===== src/hw/rtl/pft_pkg.sv =====
// Package for the page frequency table: payload structs, table entry layout,
// function and register codes, sequencer states. No dependencies.
`timescale 1ns / 1ps

package pft_pkg;

  localparam int KEY_BITS  = 36;
  localparam int CNT_W     = 16;
  localparam int USED_W    = 13;
  localparam int CFG_W     = 16;
  localparam int CFG_IDX_W = 2;

  localparam logic [CNT_W-1:0]  COUNT_MAX        = 16'hFFFF;
  localparam logic [USED_W-1:0] CAPACITY_RESET   = 13'd2500;
  localparam logic [CNT_W-1:0]  INIT_COUNT_RESET = 16'd10;

  localparam logic [CFG_IDX_W-1:0] CFG_CAPACITY   = 2'd0;
  localparam logic [CFG_IDX_W-1:0] CFG_INIT_COUNT = 2'd1;

  typedef enum logic [1:0] {
    FUNC_RECORD,
    FUNC_QUERY,
    FUNC_AGE,
    FUNC_RESTART
  } pft_func_t;

  typedef enum logic [1:0] {
    ST_IDLE,
    ST_SCAN,
    ST_WRITE,
    ST_DONE
  } pft_state_t;

  typedef struct packed {
    pft_func_t             func;
    logic [KEY_BITS-1:0]   pfn;
  } pft_in_t;

  typedef struct packed {
    logic                  found;
    logic                  dropped;
    logic                  replaced;
    logic [USED_W-1:0]     used_entries;
  } pft_out_t;

  typedef struct packed {
    logic [KEY_BITS-1:0]   key;
    logic [CNT_W-1:0]      cnt;
  } pft_entry_t;

  // Result of the shared compare/count unit for one table entry
  typedef struct packed {
    logic                  hit;
    logic                  less;
    logic [CNT_W-1:0]      cnt_inc;
    logic [CNT_W-1:0]      cnt_dec;
  } pft_cmp_t;

endpackage


===== src/hw/rtl/pft_unit.sv =====
// Shared compare/count unit: key match, min-count compare, saturating
// increment and floored decrement of one entry. Depends on pft_pkg.
`timescale 1ns / 1ps

module pft_unit (
  input  logic [pft_pkg::KEY_BITS-1:0] key,
  input  pft_pkg::pft_entry_t          entry,
  input  logic [pft_pkg::CNT_W-1:0]    best_cnt,
  output pft_pkg::pft_cmp_t            res
);

  always_comb begin
    res.hit     = (entry.key == key);
    res.less    = (entry.cnt < best_cnt);
    res.cnt_inc = (entry.cnt == pft_pkg::COUNT_MAX) ? entry.cnt
                                                    : entry.cnt + 1'b1;
    res.cnt_dec = (entry.cnt == '0) ? entry.cnt : entry.cnt - 1'b1;
  end

endmodule


===== config.mk =====
export PLATFORM = sky130hd
export DESIGN_NAME = pft_unit
export DESIGN_NICKNAME = d
export VERILOG_FILES = /design/src/hw/rtl/pft_pkg.sv /design/src/hw/rtl/pft_unit.sv
export SDC_FILE = /design/constraint.sdc
export NUM_CORES = 1
export LEC_CHECK = 0
export ABC_AREA = 1
export BUFFER_PORTS_ARGS = -buffer_cell sky130_fd_sc_hd__buf_4
export CAP_MARGIN = 20
export CORE_ASPECT_RATIO = 1.5
export CORE_MARGIN = 2
export CORE_UTILIZATION = 48
export DETAILED_ROUTE_END_ITERATION = 16
export GPL_TIMING_DRIVEN = 0
export PLACE_DENSITY = 0.95
export SYNTH_ARGS = -nofsm -noshare
export SYNTH_HDL_FRONTEND = slang
export SYNTH_SLANG_ARGS = --single-unit
export TNS_END_PERCENT = 50

===== constraint.sdc =====
create_clock -name vclk -period 4.8
set_input_delay 0.96 -clock vclk [all_inputs]
set_output_delay 0.96 -clock vclk [all_outputs]
set_load 0.1 [all_outputs]

==> summary.txt <==
Clock network
  – Hold_buf cts: 0
  – Postcts setup bufs: 0
  – Post_cts resized: 0

Drt
  – Via Count: 2,986
  – Post-DRT Antenna Nets: 0
  – First-pass iteration count of the detailed router: 4
  – Wire per inst: between 10 and 15 um
  – Vias/cell: 5.07
  – Initial DRC Count: roughly 160
  – Final routed DRC violation total: 0
  – WL final: 7.37 mm

GRT
  – Vias in the first global route: 2,894
  – Total GRT Usage: a little under a third
  – Global-route wire length before repair: 12.2 mm
  – Antenna violations before repair: 0
  – GRT overflow: 0
  – Largest net degree at the start of global routing: 11

Power
  – Leak Pwr: 1.94 nW
  – Worst IR Drop VDD: 0.000101 V
  – Cell Pwr Density: 117 nW/um^2

Setup path
  – CP most frequent cell: buf_4
  – CP startpoint kind: primary input
  – Slowest-stage cell, CP: buf_4
  – CP top delay family: buffers and inverters
  – Crit-path cells: buf_4 -> ha_1 -> nand3_1 -> inv_1 -> nand2_2 -> nor2_4 -> nand2_4 -> buf_6 -> nand3_2 -> buf_4
  – Critical path class: in2out
  – WP buf/inv: 4
  – Crit path largest cell delay: between 0.2 and 0.3 ns
  – Worst setup EP type: output port
  – Worst EP arrival: 2.60 ns
  – Critical path fanouts, max: 10
  – Crit path required time: roughly 3.8 ns

STA
  – Fin. max-slew vios: 0
  – Slew @ Worst Pin: 0.419 ns
  – TNS Setup: 0 ns
  – F_max: between 200 and 300 MHz
  – RSZ-0062 raised after global routing: no
  – Relative slew slack: 71.8%
  – Finish-stage setup viols: 0
  – Fin. Hold Viols: 0
  – Fin crit period: 3.56 ns
  – Final period util: between 70% and 80%

Logic synthesis
  – Synth cell types: 25
  – Mapped Cells: between 400 and 500
  – Seq/Total Area, Yosys: 0%
  – Mapped cell area: 2020 um^2
  – YS warnings: 0
  – Net Count, Synth: 528
  – Mean post-synth cell area: 4.98 um^2

Final layout
  – Diodes inserted: 0
  – Proportion of layout cells with a drive suffix above 1: about 30%
  – FFs & Latches: 0
  – # clk buffers: 0
  – Fill cells: 328
  – Final net count: ~670
  – Design area: about 3100 um^2
  – Layout area overhead: 54.0%
  – Reg area: 0 um^2

Min path
  – Hold Path Class: in2out

Floorplan
  – Initial Util: 50.6%
  – Core area: between 3000 and 4000 um^2
  – Die area: 4760 um^2
  – Die width: between 50 and 60 um
  – I/O pins: 138
  – Die height: approximately 83 um
  – FP Rows: 28

Placement
  – DP Wirelength: around 6.6 mm
  – GP Congestion: 0.998
  – I/O Buffers: between 100 and 150
  – Placed cell areas: 3110 um^2

Outcome
  – Status: finished, final reports clean

Flow run
  – Max cap viols: 0
cell usage after synthesis:
master,instances,area [um^2]
nand3_1,30,150
a21oi_1,15,75.1
or2_2,4,25.0
nor3_4,1,16.3
nor4_4,1,21.3
nand4_1,8,50.1
nand2_4,1,11.3
nand3b_1,1,7.51
xnor2_1,10,87.6
buf_4,1,7.51
o21ai_0,9,45.0
nor3_1,10,50.1
nor2_4,1,11.3
nor2_1,54,203
nand2_2,2,12.5
nand2_1,134,503
inv_1,81,304
nor3_2,1,10.0
xor2_1,10,87.6
buf_2,1,5.00
ha_1,18,225
nand3_2,9,90.1
buf_6,1,11.3
inv_2,2,7.51
o21ai_1,1,5.00
cells in the final DEF (no fill, tap or decap), types with 2 or more instances in the layout:
cell / synthesis / layout
inv_2: 2 / 2
ha_1: 18 / 18
a21oi_1: 15 / 15
nand3_1: 30 / 30
xor2_1: 10 / 10
xnor2_1: 10 / 10
nand2_2: 2 / 2
inv_1: 81 / 81
nand2_1: 134 / 134
nor2_1: 54 / 54
o21ai_0: 9 / 9
buf_4: 1 / 139
nand4_1: 8 / 8
or2_2: 4 / 4
nand3_2: 9 / 9
nor3_1: 10 / 10
worst paths after layout:
path                   from  depth (start not counted)  slack, ns       to
setup / recovery   entry[1]                         10       1.24  res[25]
hold / removal    entry[15]                          4       2.39  res[15]
stage by stage:
stage / total power, W / std cells / setup WS [ns] / util (%) / hold WS (ns)
2_1_floorplan: 0.000234 / 406 / 0.189 / - / 2.34
3_3_place_gp: 0.000356 / 589 / 1.28 / 78.0 / 2.38
3_5_place_dp: 0.000364 / 589 / 1.28 / 78.0 / 2.39
4_1_cts: 0.000365 / 589 / 1.26 / 78.0 / 2.39
5_1_grt: 0.000392 / 589 / 1.10 / 78.0 / 2.41
6_report: 0.000365 / 589 / 1.24 / 78.0 / 2.39
area by class of cell:
class	instances	area, um^2	share of cell area [%]
buffer	3	23.8	0.763
timing repair buffer	138	1040	33.3
inverter	83	312	10.0
multi-input combinational	320	1690	54.2
tap	45	56.3	1.81
where the power goes:
group          switching (W)  total [W]  internal (W)
clock                      0          0             0
combinational       0.000240   0.000365      0.000125
sequential                 0          0             0
total               0.000240   0.000365      0.000125
logic make-up after synthesis:
| logic type | Yosys count | synth area share [%] |
|---|---|---|
| buffers and inverters | 86 | 16.6 |
| XOR/XNOR | 20 | 8.66 |
| adder cells (fa/ha/maj) | 18 | 11.1 |
| AO/OA/AOI/OAI | 25 | 6.19 |
| AND/OR/NAND/NOR | 257 | 57.4 |
layer usage:
| metal | track usage, % | up-vias | wire [um] |
|---|---|---|---|
| met5 | 0 | - | 0 |
| met4 | 8.03 | 0 | 218 |
| met3 | 2.02 | 21 | 480 |
| met2 | 65.1 | 148 | 4170 |
| met1 | 29.2 | 1292 | 2500 |
| li1 | - | 1525 | - |
Note: power is estimated with default switching activity, not from simulation.
